<file path="src/hw/rtl/kic_pkg.sv">
// shared types, widths and keypad codes for the keypad integer calculator
// no dependencies
package kic_pkg;

	localparam int MAX_DIGITS = 7;
	localparam int KEY_W = 5;
	localparam int OPERAND_W = 24;
	localparam int ANSWER_W = 48;
	localparam int LEFTOVER_W = 24;
	localparam int DIGIT_W = 4;
	localparam int CNT_W = $clog2(OPERAND_W);

	// raw keypad codes
	localparam logic [KEY_W-1:0] KC_D1 = 5'd1;
	localparam logic [KEY_W-1:0] KC_D2 = 5'd2;
	localparam logic [KEY_W-1:0] KC_D3 = 5'd3;
	localparam logic [KEY_W-1:0] KC_PLUS = 5'd4;
	localparam logic [KEY_W-1:0] KC_D4 = 5'd5;
	localparam logic [KEY_W-1:0] KC_D5 = 5'd6;
	localparam logic [KEY_W-1:0] KC_D6 = 5'd7;
	localparam logic [KEY_W-1:0] KC_MINUS = 5'd8;
	localparam logic [KEY_W-1:0] KC_D7 = 5'd9;
	localparam logic [KEY_W-1:0] KC_D8 = 5'd10;
	localparam logic [KEY_W-1:0] KC_D9 = 5'd11;
	localparam logic [KEY_W-1:0] KC_TIMES = 5'd12;
	localparam logic [KEY_W-1:0] KC_CLEAR = 5'd13;
	localparam logic [KEY_W-1:0] KC_D0 = 5'd14;
	localparam logic [KEY_W-1:0] KC_EQUALS = 5'd15;
	localparam logic [KEY_W-1:0] KC_DIVIDE = 5'd16;

	// pending operator flag positions
	localparam int OPF_ADD = 0;
	localparam int OPF_SUB = 1;
	localparam int OPF_MUL = 2;
	localparam int OPF_DIV = 3;

	typedef enum logic [2:0] {
		KEY_NONE,
		KEY_DIGIT,
		KEY_ADD,
		KEY_SUB,
		KEY_MUL,
		KEY_DIV,
		KEY_CLEAR,
		KEY_EQUALS
	} key_kind_t;

	typedef struct packed {
		key_kind_t kind;
		logic [DIGIT_W-1:0] digit;
	} key_t;

	typedef enum logic [1:0] {
		ALU_ADD,
		ALU_SUB,
		ALU_MUL,
		ALU_DIV
	} alu_op_t;

	typedef struct packed {
		logic start;
		alu_op_t op;
	} alu_req_t;

	typedef struct packed {
		logic done;
	} alu_rsp_t;

	// smallest value that already holds MAX_DIGITS significant digits
	function automatic logic [63:0] digit_limit();
		logic [63:0] v;
		v = 64'd1;
		for (int i = 1; i < MAX_DIGITS; i++) begin
			v = v * 64'd10;
		end
		return v;
	endfunction

	localparam logic [63:0] DIGIT_LIMIT = digit_limit();

	function automatic key_t key_decode(input logic [KEY_W-1:0] code);
		key_t k;
		k.kind = KEY_DIGIT;
		k.digit = '0;
		unique case (code)
			KC_D0: k.digit = 4'd0;
			KC_D1: k.digit = 4'd1;
			KC_D2: k.digit = 4'd2;
			KC_D3: k.digit = 4'd3;
			KC_D4: k.digit = 4'd4;
			KC_D5: k.digit = 4'd5;
			KC_D6: k.digit = 4'd6;
			KC_D7: k.digit = 4'd7;
			KC_D8: k.digit = 4'd8;
			KC_D9: k.digit = 4'd9;
			KC_PLUS: k.kind = KEY_ADD;
			KC_MINUS: k.kind = KEY_SUB;
			KC_TIMES: k.kind = KEY_MUL;
			KC_DIVIDE: k.kind = KEY_DIV;
			KC_CLEAR: k.kind = KEY_CLEAR;
			KC_EQUALS: k.kind = KEY_EQUALS;
			default: k.kind = KEY_NONE;
		endcase
		return k;
	endfunction

	// operand * 10 + digit; an operand that already holds MAX_DIGITS digits is kept unchanged
	function automatic logic [OPERAND_W-1:0] append_digit(
		input logic [OPERAND_W-1:0] operand,
		input logic [DIGIT_W-1:0] digit
	);
		logic [OPERAND_W+3:0] ext;
		logic [OPERAND_W+3:0] sum;
		ext = {4'b0, operand};
		sum = (ext << 3) + (ext << 1) + {{OPERAND_W{1'b0}}, digit};
		if ({{(64-OPERAND_W){1'b0}}, operand} >= DIGIT_LIMIT) begin
			return operand;
		end
		return sum[OPERAND_W-1:0];
	endfunction

endpackage

</file>
<file path="src/hw/rtl/keypad_integer_calculator.sv">
// keypad integer calculator: key decode, operand entry and result sequencing
// depends on kic_pkg and kic_alu
//
// usage:
//   input channel key_code with in_valid/in_ready carries raw 4x4 keypad codes.
//   digit, operator, clear and unmapped keys make no result;
//   digit and operator keys are taken even while an earlier result waits.
//   equals makes one result on the output channel (answer, leftover,
//   divide_by_zero with out_valid/out_ready) and clears all operand state.
//   equals with no operator or divide by zero bypasses the alu; add and
//   subtract use the shared iterative adder directly, and multiply and
//   divide run its 24 steps. in_ready stays low from equals until the
//   result sits in the output register.
//   a stalled receiver holds the result in the output register; the next
//   equals then waits until that result is taken.
//   reset clears both operands and all pending operator flags.
module keypad_integer_calculator import kic_pkg::*; (
	input  logic                   clk,
	input  logic                   arst_n,
	input  logic                   in_valid,
	output logic                   in_ready,
	input  logic [KEY_W-1:0]       key_code,
	output logic                   out_valid,
	input  logic                   out_ready,
	output logic signed [ANSWER_W-1:0] answer,
	output logic [LEFTOVER_W-1:0]  leftover,
	output logic                   divide_by_zero
);

	typedef enum logic [1:0] {S_IDLE, S_CALC, S_WAIT} state_t;

	state_t state_q;
	logic [OPERAND_W-1:0] first_q;
	logic [OPERAND_W-1:0] second_q;
	logic [3:0] pend_q;
	logic zero_q;
	logic dz_q;
	logic out_valid_q;
	logic [ANSWER_W-1:0] answer_q;
	logic [LEFTOVER_W-1:0] leftover_q;
	logic dz_out_q;

	key_t key;
	logic accept;
	logic slot_free;
	alu_req_t alu_req;
	alu_rsp_t alu_rsp;
	logic [ANSWER_W-1:0] alu_answer;
	logic [LEFTOVER_W-1:0] alu_leftover;
	logic no_op;
	logic div_zero;

	assign key = key_decode(key_code);
	assign in_ready = (state_q == S_IDLE);
	assign accept = in_valid && in_ready;
	assign slot_free = !out_valid_q || out_ready;

	assign no_op = (pend_q == 4'b0);
	assign div_zero = pend_q[OPF_DIV] && (second_q == '0);

	// operator priority on equals: divide, multiply, subtract, add
	always_comb begin
		alu_req.start = accept && (key.kind == KEY_EQUALS) && !no_op && !div_zero;
		alu_req.op = ALU_ADD;
		priority if (pend_q[OPF_DIV]) alu_req.op = ALU_DIV;
		else if (pend_q[OPF_MUL]) alu_req.op = ALU_MUL;
		else if (pend_q[OPF_SUB]) alu_req.op = ALU_SUB;
		else alu_req.op = ALU_ADD;
	end

	kic_alu u_alu (
		.clk      (clk),
		.arst_n   (arst_n),
		.req      (alu_req),
		.a        (first_q),
		.b        (second_q),
		.rsp      (alu_rsp),
		.answer   (alu_answer),
		.leftover (alu_leftover)
	);

	always_ff @(posedge clk or negedge arst_n) begin
		if (!arst_n) begin
			state_q <= S_IDLE;
			first_q <= '0;
			second_q <= '0;
			pend_q <= '0;
			zero_q <= 1'b0;
			dz_q <= 1'b0;
			out_valid_q <= 1'b0;
		end else begin
			if (out_valid_q && out_ready) begin
				out_valid_q <= 1'b0;
			end
			unique case (state_q)
				S_IDLE: begin
					if (accept) begin
						unique case (key.kind)
							KEY_DIGIT: begin
								if (pend_q != 4'b0) begin
									second_q <= append_digit(second_q, key.digit);
								end else begin
									first_q <= append_digit(first_q, key.digit);
								end
							end
							KEY_ADD: pend_q[OPF_ADD] <= 1'b1;
							KEY_SUB: pend_q[OPF_SUB] <= 1'b1;
							KEY_MUL: pend_q[OPF_MUL] <= 1'b1;
							KEY_DIV: pend_q[OPF_DIV] <= 1'b1;
							KEY_CLEAR: begin
								first_q <= '0;
								second_q <= '0;
								pend_q <= '0;
							end
							KEY_EQUALS: begin
								// alu samples the operands at this edge
								first_q <= '0;
								second_q <= '0;
								pend_q <= '0;
								zero_q <= no_op || div_zero;
								dz_q <= div_zero;
								state_q <= (no_op || div_zero) ? S_WAIT : S_CALC;
							end
							KEY_NONE: ;
						endcase
					end
				end
				S_CALC: begin
					if (alu_rsp.done) begin
						state_q <= S_WAIT;
					end
				end
				S_WAIT: begin
					if (slot_free) begin
						out_valid_q <= 1'b1;
						answer_q <= zero_q ? '0 : alu_answer;
						leftover_q <= zero_q ? '0 : alu_leftover;
						dz_out_q <= dz_q;
						state_q <= S_IDLE;
					end
				end
				default: state_q <= S_IDLE;
			endcase
		end
	end

	assign out_valid = out_valid_q;
	assign answer = answer_q;
	assign leftover = leftover_q;
	assign divide_by_zero = dz_out_q;

endmodule

</file>
<file path="src/hw/rtl/kic_alu.sv">
// iterative arithmetic unit: one 26-bit add/subtract reused for add, subtract,
// shift-add multiply and restoring divide; depends on kic_pkg
module kic_alu import kic_pkg::*; (
	input  logic                   clk,
	input  logic                   arst_n,
	input  alu_req_t               req,
	input  logic [OPERAND_W-1:0]   a,
	input  logic [OPERAND_W-1:0]   b,
	output alu_rsp_t               rsp,
	output logic [ANSWER_W-1:0]    answer,
	output logic [LEFTOVER_W-1:0]  leftover
);

	typedef enum logic {A_IDLE, A_RUN} alu_state_t;

	localparam logic [CNT_W-1:0] LAST_STEP = CNT_W'(OPERAND_W - 1);

	alu_state_t state_q;
	alu_op_t op_q;
	logic [CNT_W-1:0] cnt_q;
	logic [OPERAND_W-1:0] hi_q;
	logic [OPERAND_W-1:0] lo_q;
	logic [OPERAND_W-1:0] opnd_q;
	logic [ANSWER_W-1:0] ans_q;
	logic [LEFTOVER_W-1:0] rem_q;
	logic done_q;

	logic [OPERAND_W:0] ua;
	logic [OPERAND_W:0] ub;
	logic usub;
	logic [OPERAND_W+1:0] sum;
	logic [OPERAND_W-1:0] next_hi;
	logic [OPERAND_W-1:0] next_lo;
	logic qbit;

	// the one shared adder
	always_comb begin
		ua = {1'b0, lo_q};
		ub = {1'b0, opnd_q};
		usub = 1'b0;
		unique case (op_q)
			ALU_ADD: usub = 1'b0;
			ALU_SUB: usub = 1'b1;
			ALU_MUL: begin
				ua = {1'b0, hi_q};
				ub = lo_q[0] ? {1'b0, opnd_q} : '0;
			end
			ALU_DIV: begin
				ua = {hi_q, lo_q[OPERAND_W-1]};
				usub = 1'b1;
			end
		endcase
		sum = {1'b0, ua} + (usub ? ~{1'b0, ub} : {1'b0, ub})
			+ {{(OPERAND_W+1){1'b0}}, usub};
	end

	always_comb begin
		qbit = ~sum[OPERAND_W+1];
		if (op_q == ALU_MUL) begin
			next_hi = sum[OPERAND_W:1];
			next_lo = {sum[0], lo_q[OPERAND_W-1:1]};
		end else begin
			next_hi = qbit ? sum[OPERAND_W-1:0] : ua[OPERAND_W-1:0];
			next_lo = {lo_q[OPERAND_W-2:0], qbit};
		end
	end

	always_ff @(posedge clk or negedge arst_n) begin
		if (!arst_n) begin
			state_q <= A_IDLE;
			op_q <= ALU_ADD;
			cnt_q <= '0;
			done_q <= 1'b0;
		end else begin
			done_q <= 1'b0;
			unique case (state_q)
				A_IDLE: begin
					if (req.start) begin
						state_q <= A_RUN;
						op_q <= req.op;
						cnt_q <= '0;
						hi_q <= '0;
						// multiply: multiplier shifts in lo; divide: dividend shifts out of lo
						lo_q <= (req.op == ALU_MUL) ? b : a;
						opnd_q <= (req.op == ALU_MUL) ? a : b;
					end
				end
				A_RUN: begin
					unique case (op_q)
						ALU_ADD: begin
							ans_q <= {{(ANSWER_W-OPERAND_W-1){1'b0}}, sum[OPERAND_W:0]};
							rem_q <= '0;
							done_q <= 1'b1;
							state_q <= A_IDLE;
						end
						ALU_SUB: begin
							ans_q <= {{(ANSWER_W-OPERAND_W-2){sum[OPERAND_W+1]}}, sum};
							rem_q <= '0;
							done_q <= 1'b1;
							state_q <= A_IDLE;
						end
						ALU_MUL, ALU_DIV: begin
							hi_q <= next_hi;
							lo_q <= next_lo;
							cnt_q <= cnt_q + 1'b1;
							if (cnt_q == LAST_STEP) begin
								if (op_q == ALU_MUL) begin
									ans_q <= {next_hi, next_lo};
									rem_q <= '0;
								end else begin
									ans_q <= {{(ANSWER_W-OPERAND_W){1'b0}}, next_lo};
									rem_q <= next_hi;
								end
								done_q <= 1'b1;
								state_q <= A_IDLE;
							end
						end
					endcase
				end
			endcase
		end
	end

	assign rsp.done = done_q;
	assign answer = ans_q;
	assign leftover = rem_q;

endmodule
</file>
<file path="config.mk">
export PLATFORM = sky130hd
export DESIGN_NAME = keypad_integer_calculator
export DESIGN_NICKNAME = d
export VERILOG_FILES = /design/src/hw/rtl/kic_pkg.sv /design/src/hw/rtl/keypad_integer_calculator.sv /design/src/hw/rtl/kic_alu.sv
export SDC_FILE = /design/constraint.sdc
export NUM_CORES = 1
export LEC_CHECK = 0
export BUFFER_PORTS_ARGS = -buffer_cell sky130_fd_sc_hd__buf_2
export CAP_MARGIN = 20
export CORE_UTILIZATION = 40
export DETAILED_ROUTE_END_ITERATION = 10
export SETUP_SLACK_MARGIN = 0.2
export SLEW_MARGIN = 40
export SYNTH_ARGS = -nofsm -noshare
export SYNTH_HDL_FRONTEND = slang
export SYNTH_SLANG_ARGS = --single-unit
</file>
<file path="constraint.sdc">
create_clock -name clk -period 23.6 [get_ports clk]
set_input_delay 1.18 -clock clk [delete_from_list [all_inputs] [get_ports clk]]
set_output_delay 1.18 -clock clk [all_outputs]
set_load 0.01 [all_outputs]
</file>
==> out/metrics.yaml, run 1 <==
clk_pin_slew_worst_paths_ns: 0.06
synth_top_flop_cell: "edfxtp_1"
die_x_um: 209
dr.pass1.iters: 6
gp_congestion: 0.949
synthDistinctLibCells: 70
synth_async_sr_flop_share_pct: 23.3
clock_path_buffers: 3
layout-drive-gt1-share_pct: 10.4
final_common_cell: "nand2_1"
ys_ff_latch: 283
cp.required_ns: 23.86
via_per_inst: 5.70
path_class: "flip-flop to flip-flop"
antenna_found_initial: 0
cts_inserted_buffers: 34
ys_seq_area_share_pct: 47.8
yosysTopAreaCellShare_pct: 38.2
num_io_pins: 84
drc: 0
max_slew.worst_pin.slew_ns: 0.890
period_share_pct: 20.4
slew_viol_final: 0
clockRootBuffer: "clkbuf_16"
cts-hold-fix-buffers: 0
arrival_ns: 5.09
tns_ns: 0
reg2reg_setup_slack_ns: 18.77
finalHoldViolations: 0
vdd_drop_max_uv: 59.1
routed_wl_um: 48300
grt_max_degree: 79
num_rows: 75
synthTopCellsByArea: "edfxtp_1, dfrtp_1, ha_1, nand2_1, a21oi_1"
synth_area_mm2: 0.0171
antenna_cells: 0
track_usage_pct: 22.2
dieHeight_um: 209
post_cts_buffers: 0
grt_pass1_vias: 13100
grt_first_pass_wirelength_um: 75100
power.leakage_nw: 7.83
design.die.area_mm2: 0.0435
pre_cts_slack_ns: 18.59
dp_hpwl_um: 34900
period_minus_slack_ns: 4.83
relSlewSlack_pct: 40.3
end_kind: "flip-flop"
final_cell_mix: "nand2_1, edfxtp_1, a21oi_1"
drt-initial-drc-count: 1045
setup_viol: 0
syn_to_final_growth_pct: 12.6
critical-path-max-stage-delay_ns: 0.65
status: "completed"
core-area_mm2: 0.0420
dpl_cell_area_mm2: 0.0180
power_density_mw_per_mm2: 131
synth_nets: 1847
clkSinkCount: 283
clock_latency_ns: 0.56
drtAntennaViolNets: 0
drv_cap: 0
nNetsFinal: 1901
cp_slowest_cell: "nor2_1"
stdcell_area_mm2: 0.0192
synthCells: 1727
setup_ws_ns: 18.77
via_count: 13400
wl_per_cell_um: 20.6
post_cts_resized: 0
overflow: 0
crit_top_cell: "nor2_1"
portBuffers: 83
timing.fmax_ghz: 0.207
worstPathCellList: "nand2_2 -> buf_4 -> nor2_1 -> buf_4 -> nor2_1 -> ha_1 -> a31o_1 -> o22ai_1 -> a31oi_1 -> and4_1 -> o21a_1 -> o21a_2 -> nor2_1 -> o311ai_1"
start_util_pct: 40.6
cts_tree: "built"
fin_skew_ns: 0.0233
syn_avg_cell_area_um2: 9.88
ys_warn_count: 0
synth_edf_count: 217
hold_path_class: "flip-flop to flip-flop"
h-tree-depth: 2
utilization_pct: 45.7
path_max_fanout: 56
crit_path_start_kind: "flip-flop"
rsz0062_at_grt: "no"
yosys.area.top_type: "edfxtp_1"
## cells by family after synthesis
| logic type | Yosys count | synth area share (%) |
|---|---|---|
| AND/OR/NAND/NOR | 660 | 18.2 |
| multiplexers | 59 | 3.49 |
| XOR/XNOR | 83 | 4.30 |
| AO/OA/AOI/OAI | 412 | 15.0 |
| buffers and inverters | 117 | 2.69 |
| adder cells (fa/ha/maj) | 113 | 8.47 |
| flip-flops | 283 | 47.8 |
## per-stage QoR
| step | power, mW | hold slack [ns] | std cells |
|---|---|---|---|
| final | 2.52 | 0.454 | 2346 |
| after global routing | 2.67 | 0.475 | 2346 |
| after CTS | 2.51 | 0.461 | 2346 |
| after detailed placement | 1.96 | 0.446 | 2284 |
| after global placement | 1.94 | 0.445 | 2284 |
| after floorplan | 1.58 | 0.419 | 1727 |
## where the power goes
part	switching [mW]	internal, mW	total, mW
registers	0.100	0.655	0.756
clock network	0.216	0.323	0.539
logic	0.798	0.423	1.22
total	1.11	1.40	2.52
## cell usage after synthesis, drive strengths merged (17+ instances only)
library cell	count
buf	20
and3	33
a31oi	24
nand4	17
ha	106
a21o	34
xnor2	55
nand2b	23
nor2	120
clkbuf	65
xor2	28
inv	31
o21ai	95
mux2i	55
dfrtp	66
a21oi	140
edfxtp	217
nand3	43
nand2	274
o31ai	22
nor2b	82
o211ai	17
## routing by layer
layer	vias to the layer above	track usage [%]	wire [µm]
met1	6396	28.7	20400
li1	6394	-	-
met2	480	37.7	23300
met3	108	3.31	2920
met4	0	8.47	1750
met5	-	0	0
## worst paths after layout
check / start / to / depth (start not counted)
min in group asynchronous: arst_n / out_valid$_DFF_PN0_ / 2
max in group asynchronous: arst_n / u_alu.op_q[1]$_DFFE_PN0P_ / 2
max: u_alu.op_q[1]$_DFFE_PN0P_ / u_alu.hi_q[3]$_SDFFCE_PN0P_ / 14
max reg2reg: u_alu.op_q[1]$_DFFE_PN0P_ / u_alu.hi_q[3]$_SDFFCE_PN0P_ / 14
min reg2reg: dz_q$_DFFE_PN0P_ / divide_by_zero$_DFFE_PP_ / 0
min: dz_q$_DFFE_PN0P_ / divide_by_zero$_DFFE_PP_ / 0
## area by class of cell
class                      instances  area, µm²
timing repair buffer             103        581
clock buffer                      44        920
inverter                          32        120
sequential                       283       8170
fill                            4024      22800
multi-input combinational       1327       8530
tap                              539        674
clock inverter                    18        226
## state kept, by name, summed over array words and instances, names as in the netlist, 4 cells and up
| name | flops |
|---|---|
| u_alu.cnt_q | 5 |
| leftover | 24 |
| second_q | 24 |
| u_alu.opnd_q | 24 |
| u_alu.answer | 48 |
| u_alu.lo_q | 24 |
| u_alu.leftover | 24 |
| answer | 48 |
| u_alu.hi_q | 24 |
| pend_q | 4 |
| first_q | 24 |
## worst max-delay path: cells and delay by family (launching register included)
family | cells | cell delay, ns
compound gates | 6 | 1.54
fa+ha+maj | 1 | 0.31
buf+inv | 2 | 0.80
flops | 1 | 0.49
simple gates | 5 | 1.39
No activity file was read; power rests on OpenSTA's default activity.
==> run 2, diff against run 1 <==
- ABC_AREA: default -> 1
- clock period: 23.6 -> 5 ns (I/O delays scaled with it)
==> out/metrics.yaml, run 2 <==
utilization_pct: 45.5  # -0.21 points
design.die.area_mm2: 0.0437  # +0.45%
crit_top_cell: "nand2_1"
routed_wl_um: 54200  # +12%
clock_latency_ns: 0.59  # +0.03 ns
wl_met1_um: 23000  # +13%
dpl_cell_area_mm2: 0.0182  # +0.82%
slew_viol_final: 0  # unchanged
core-area_mm2: 0.0421  # +0.22%
nNetsFinal: 2246  # +18%
yosys.area.top_type: "edfxtp_1"
num_rows: 75  # unchanged
final_cell_mix: "nand2_1, inv_1, edfxtp_1"
via_per_inst: 5.35  # -6.2%
clock_path_buffers: 3  # unchanged
wl_met3_um: 2650  # -9.1%
cts_tree: "built"
pre_cts_slack_ns: 0.510  # -18.08 ns
start_util_pct: 40.7  # +0.091 points
cp.required_ns: 5.32  # -18.54 ns
period_minus_slack_ns: 4.54  # -0.288 ns
cp.buffers_inverters: 2  # unchanged
synthCells: 2050  # +19%
synth_area_mm2: 0.0171  # +0.45%
setup_viol: 0  # unchanged
final_common_cell: "nand2_1"
synth_edf_count: 217  # unchanged
relSlewSlack_pct: 44.3  # +4.1 points
timing.fmax_ghz: 0.220  # +6.3%
vdd_drop_max_uv: 465  # +690%
grt_pass1_vias: 13900  # +6.5%
dp_hpwl_um: 42600  # +22%
met2_length_um: 25900  # +11%
rsz0062_at_grt: "no"
num_io_pins: 84  # unchanged
period_share_pct: 90.8  # +70 points
synth_common_cells: "nand2_1, inv_1, edfxtp_1"
critical-path-max-stage-delay_ns: 0.71  # +0.06 ns
gp_congestion: 0.989  # +4.2%
ys_seq_area_share_pct: 47.6  # -0.21 points
highest_layer: "met4"
max_slew.worst_pin.slew_ns: 0.832  # -0.0577 ns
drt-initial-drc-count: 1294  # +24%
h-tree-depth: 1  # -1
antenna_found_initial: 0  # unchanged
fillers: 4152  # +3.2%
synth_nets: 2170  # +17%
status: "completed"
hold_path_class: "input pin to flip-flop"
end_kind: "flip-flop"
cp_top_family: "simple AND/OR/NAND/NOR gates"
via_count: 14400  # +7.5%
die_x_um: 209  # +0.22%
hold-worst-slack_ns: 0.0274  # -0.427 ns
ys_ff_latch: 283  # unchanged
ys_warn_count: 0  # unchanged
dr.pass1.iters: 5  # -1
syn_avg_cell_area_um2: 8.36  # -15%
crit_path_start_kind: "flip-flop"
path_class: "flip-flop to flip-flop"
track_usage_pct: 24.9  # +2.6 points
synth_top_flop_cell: "edfxtp_1"
grt_first_pass_wirelength_um: 82500  # +9.9%
final_cells: 2689  # +15%
tns_ns: 0  # unchanged
power_density_mw_per_mm2: 678  # +420%
arrival_ns: 4.85  # -0.24 ns
post_cts_resized: 0  # unchanged
clkSinkCount: 283  # unchanged
finalHoldViolations: 0  # unchanged
power.leakage_nw: 8.82  # +13%
cp_slowest_cell: "dfrtp_1"
yosysTopAreaCellShare_pct: 38.0  # -0.17 points
synthDistinctLibCells: 48  # -31%
fin_skew_ns: 0.0156  # -0.00772 ns
path_max_fanout: 73  # +30%
wl_per_cell_um: 20.2  # -2.1%
clk_pin_slew_worst_paths_ns: 0.07  # about the same
setup_ws_ns: 0.462  # -18.31 ns
drv_cap: 0  # unchanged
synthTopCellsByArea: "edfxtp_1, dfrtp_1, nand2_1, ha_1, inv_1"
layout-drive-gt1-share_pct: 9.07  # -1.3 points
grt_max_degree: 97  # +23%
dieHeight_um: 209  # +0.22%
cts_inserted_buffers: 31  # -8.8%
stdcell_area_mm2: 0.0192  # -0.23%
synth_async_sr_flop_share_pct: 23.3  # unchanged
synth.most_common_cell: "nand2_1"
power_mw: 13.0  # +420%
portBuffers: 83  # unchanged
drc: 0  # unchanged
overflow: 0  # unchanged
antenna_cells: 0  # unchanged
worstPathCellList: "inv_2 -> nand2_2 -> buf_4 -> o22ai_1 -> nor2_1 -> ha_1 -> a21oi_1 -> o21ai_0 -> nand2_1 -> o2111ai_1 -> a21oi_2 -> nand2_1 -> nor2_4 -> nand2_1 -> nand3_1 -> a21oi_1"
syn_to_final_growth_pct: 11.8
clockRootBuffer: "clkbuf_16"
post_cts_buffers: 0  # unchanged
dp.cells: 2630  # +15%
drtAntennaViolNets: 0  # unchanged
## run 2: cell families after synthesis
| family | after synthesis | share of synthesized area (%) |
|---|---|---|
| xor+xnor | 50 | 2.55 |
| simple gates | 781 | 19.0 |
| flops | 283 | 47.6 |
| buf+inv | 382 | 8.63 |
| compound gates | 443 | 13.8 |
| fa+ha+maj | 111 | 8.32 |
## run 2: path summary, 6_finish.rpt
kind | start | endpoint | slack (ns) | cells after the start
setup reg to reg | u_alu.op_q[0]$_DFFE_PN0P_ | u_alu.hi_q[14]$_SDFFCE_PN0P_ | 0.46 | 16
min in group asynchronous | arst_n | second_q[8]$_DFFE_PN0P_ | 0.36 | 3
hold reg to reg | u_alu.rsp$_DFF_PN0_ | state_q[0]$_DFFE_PN0P_ | 0.47 | 1
hold / removal | in_valid | pend_q[0]$_DFFE_PN0P_ | 0.03 | 3
max in group asynchronous | arst_n | zero_q$_DFFE_PN0P_ | 4.15 | 3
setup / recovery | u_alu.op_q[0]$_DFFE_PN0P_ | u_alu.hi_q[14]$_SDFFCE_PN0P_ | 0.46 | 16
## run 2: final cells by class
class                   count  area, µm²  area share [%]
flip-flops and latches    283       8170            42.6
multi-input cells        1385       7540            39.3
inverters                 310       1160            6.07
clock buffers              34        787            4.10
well taps                 539        674            3.52
repair buffers            115        672            3.50
clock inverters            23        166           0.868
## run 2: metal layers
layer	GRT usage, %	vias to the layer above
met5	0	-
met4	11.0	0
met3	2.92	113
met2	42.7	451
met1	31.6	6776
li1	-	7047
## run 2: worst reg2reg max path, cell delays in order, from the launching register on
cell and delay, ns:
dfrtp_1 0.71, inv_2 0.13, nand2_2 0.09, buf_4 0.59, o22ai_1 0.17, nor2_1 0.33, ha_1 0.38, a21oi_1 0.23
o21ai_0 0.20, nand2_1 0.13, o2111ai_1 0.15, a21oi_2 0.16, nand2_1 0.10, nor2_4 0.51, nand2_1 0.14, nand3_1 0.15
a21oi_1 0.09
## run 2: power by group
part | total [mW] | internal, mW | switching [mW]
registers | 3.46 | 3.07 | 0.396
clock network | 2.19 | 1.19 | 0.993
logic | 7.36 | 2.36 | 5.00
total | 13.0 | 6.62 | 6.39
## run 2: what timing repair did
item | 4_1_cts | 5_1_grt
hold buffers | 2 | 0
hold endpoints to repair | 68 | 0
setup endpoints to repair | 0 | 0
==> run 3, diff against run 2 <==
- ABC_AREA: 1 -> default
==> out/metrics.yaml, run 3 (synthesis gave the netlist of run 1 again) <==
design.die.area_mm2: 0.0435  # -0.44%
path_max_fanout: 15  # -79%
drv_cap: 0  # unchanged
routed_wl_um: 48500  # -10%
cts_tree: "built"
num_io_pins: 84  # unchanged
clockRootBuffer: "clkbuf_16"
period_share_pct: 86.2  # -4.6 points
clk_pin_slew_worst_paths_ns: 0.06  # about the same
hold-worst-slack_ns: 0.0714  # +0.0440 ns
arrival_ns: 4.68  # -0.17 ns
stdcell_area_mm2: 0.0193  # +0.82%
relSlewSlack_pct: 41.4  # -3.0 points
switching_share_pct: 43.4  # -5.8 points
pre_cts_slack_ns: 0.807  # +0.298 ns
end_kind: "flip-flop"
period_minus_slack_ns: 4.31  # -0.231 ns
rr_worst_depth: 16  # unchanged
finalHoldViolations: 0  # unchanged
final_cell_mix: "nand2_1, edfxtp_1, a21oi_1"
max_slew.worst_pin.slew_ns: 0.873  # +0.0413 ns
rsz0062_at_grt: "no"
crit_path_start_kind: "flip-flop"
antenna_cells: 0  # unchanged
clkSinkCount: 283  # unchanged
drtAntennaViolNets: 0  # unchanged
utilization_pct: 46.0  # +0.47 points
start_util_pct: 40.6  # -0.091 points
power_density_mw_per_mm2: 608  # -10%
path_class: "flip-flop to flip-flop"
power_switching_mw: 5.10  # -20%
h-tree-depth: 2  # +1
p_seq_share_pct: 30.4  # +3.8 points
grt_pass1_vias: 12900  # -7.2%
grt_max_degree: 60  # -38%
power.leakage_nw: 7.89  # -11%
clkPwrFrac_pct: 21.8  # +5.0 points
final_cells: 2361  # -12%
gp_congestion: 0.966  # -2.3%
vdd_drop_max_uv: 237  # -49%
dp.cells: 2300  # -13%
reg2reg_setup_slack_ns: 0.69  # +0.23 ns
dr.pass1.iters: 5  # unchanged
via_count: 13500  # -6.5%
fin_skew_ns: 0.0200  # +0.00449 ns
wl_per_cell_um: 20.6  # +2.0%
crit_end: "u_alu.hi_q[4]$_SDFFCE_PN0P_"
slew_viol_final: 0  # unchanged
timing.rr.start: "u_alu.op_q[0]$_DFFE_PN0P_"
setup_ws_ns: 0.692  # +0.231 ns
cp.required_ns: 5.37  # +0.05 ns
portBuffers: 83  # unchanged
layout-drive-gt1-share_pct: 10.9  # +1.8 points
overflow: 0  # unchanged
power_mw: 11.8  # -9.6%
drt-initial-drc-count: 991  # -23%
worstReg2RegEnd: "u_alu.hi_q[4]$_SDFFCE_PN0P_"
via_per_inst: 5.70  # +6.5%
post_cts_resized: 0  # unchanged
hold_path_class: "input pin to flip-flop"
clock_latency_ns: 0.55  # -0.04 ns
final_common_cell: "nand2_1"
setup_viol: 0  # unchanged
syn_to_final_growth_pct: 13.2
drc: 0  # unchanged
startpoint: "u_alu.op_q[0]$_DFFE_PN0P_"
clock_path_buffers: 3  # unchanged
nNetsFinal: 1918  # -15%
cts_inserted_buffers: 34  # +9.7%
tns_ns: 0  # unchanged
p_int_mw: 6.66  # +0.66%
grt_first_pass_wirelength_um: 74700  # -9.5%
cts-hold-fix-buffers: 1  # -1
dp_hpwl_um: 35100  # -18%
status: "completed"
p_comb_share_pct: 47.8  # -8.8 points
track_usage_pct: 22.3  # -2.6 points
core-area_mm2: 0.0420  # -0.22%
timing.fmax_ghz: 0.232  # +5.4%
post_cts_buffers: 0  # unchanged
dieHeight_um: 209  # -0.22%
die_x_um: 209  # -0.22%
antenna_found_initial: 1  # +1
num_rows: 75  # unchanged
dpl_cell_area_mm2: 0.0182  # -0.21%
run 3: cell count changes in the layout (fill, tap and decap cells not counted), moves of 24 or more:
cell / previous run / this run
nand3_1: 107 / 43
o21ai_1: 1 / 25
mux2i_1: 0 / 55
o21ai_0: 204 / 69
inv_1: 306 / 31
xnor2_1: 18 / 54
nor2b_1: 0 / 82
nand2_1: 418 / 272
and3_1: 0 / 33
o22ai_1: 38 / 3
nor2_1: 178 / 117
a21o_1: 4 / 33
run 3: cell type report:
type / count / area (µm²)
Tap cell: 539 / 674
Inverter: 32 / 120
Sequential cell: 283 / 8170
Clock inverter: 19 / 250
Fill cell: 3962 / 22700
Multi-Input combinational cell: 1327 / 8490
Timing Repair Buffer: 120 / 724
Clock buffer: 41 / 898
run 3: worst min path at each step:
stage / from / to / slack, ns / cells after the start
2_1_floorplan: arst_n / dz_q$_DFFE_PN0P_ / -0.05 / 0
3_3_place_gp: arst_n / u_alu.rsp$_DFF_PN0_ / 0.18 / 1
3_5_place_dp: arst_n / u_alu.rsp$_DFF_PN0_ / 0.19 / 1
4_1_cts: out_ready / out_valid$_DFF_PN0_ / 0.06 / 3
5_1_grt: out_ready / out_valid$_DFF_PN0_ / 0.11 / 3
6_report: out_ready / out_valid$_DFF_PN0_ / 0.07 / 3
run 3: layer usage:
layer / GRT usage (%) / wire length (µm) / up-vias / share of wire, %
li1: - / - / 6417 / -
met1: 28.9 / 20800 / 6451 / 43
met2: 36.0 / 22500 / 460 / 46
met3: 3.25 / 2730 / 123 / 5.6
met4: 11.8 / 2490 / 2 / 5.1
met5: 0 / 13 / - / 0.027
run 3: power by group through the flow:
stage / combinational [mW] / sequential, mW / clock [mW]
3_5_place_dp: 5.53 / 3.60 / 0
5_1_grt: 6.19 / 3.61 / 2.70
4_1_cts: 5.56 / 3.56 / 2.62
2_1_floorplan: 4.06 / 3.39 / 0
6_report: 5.62 / 3.57 / 2.57
3_3_place_gp: 5.47 / 3.60 / 0
run 3: worst max-delay path: stages, from the launching register on:
cell and delay [ns]:
dfrtp_2 0.42, inv_1 0.14, nand2_2 0.08, nor2_1 0.29
buf_4 0.29, nor2_1 0.09, ha_1 0.39, nand2_1 0.18
nor2_1 0.15, nand2_1 0.09, nor4b_1 0.32, o21a_1 0.23
o21a_1 0.27, o21a_1 0.56, buf_4 0.30, o21ai_1 0.11
a31oi_1 0.22
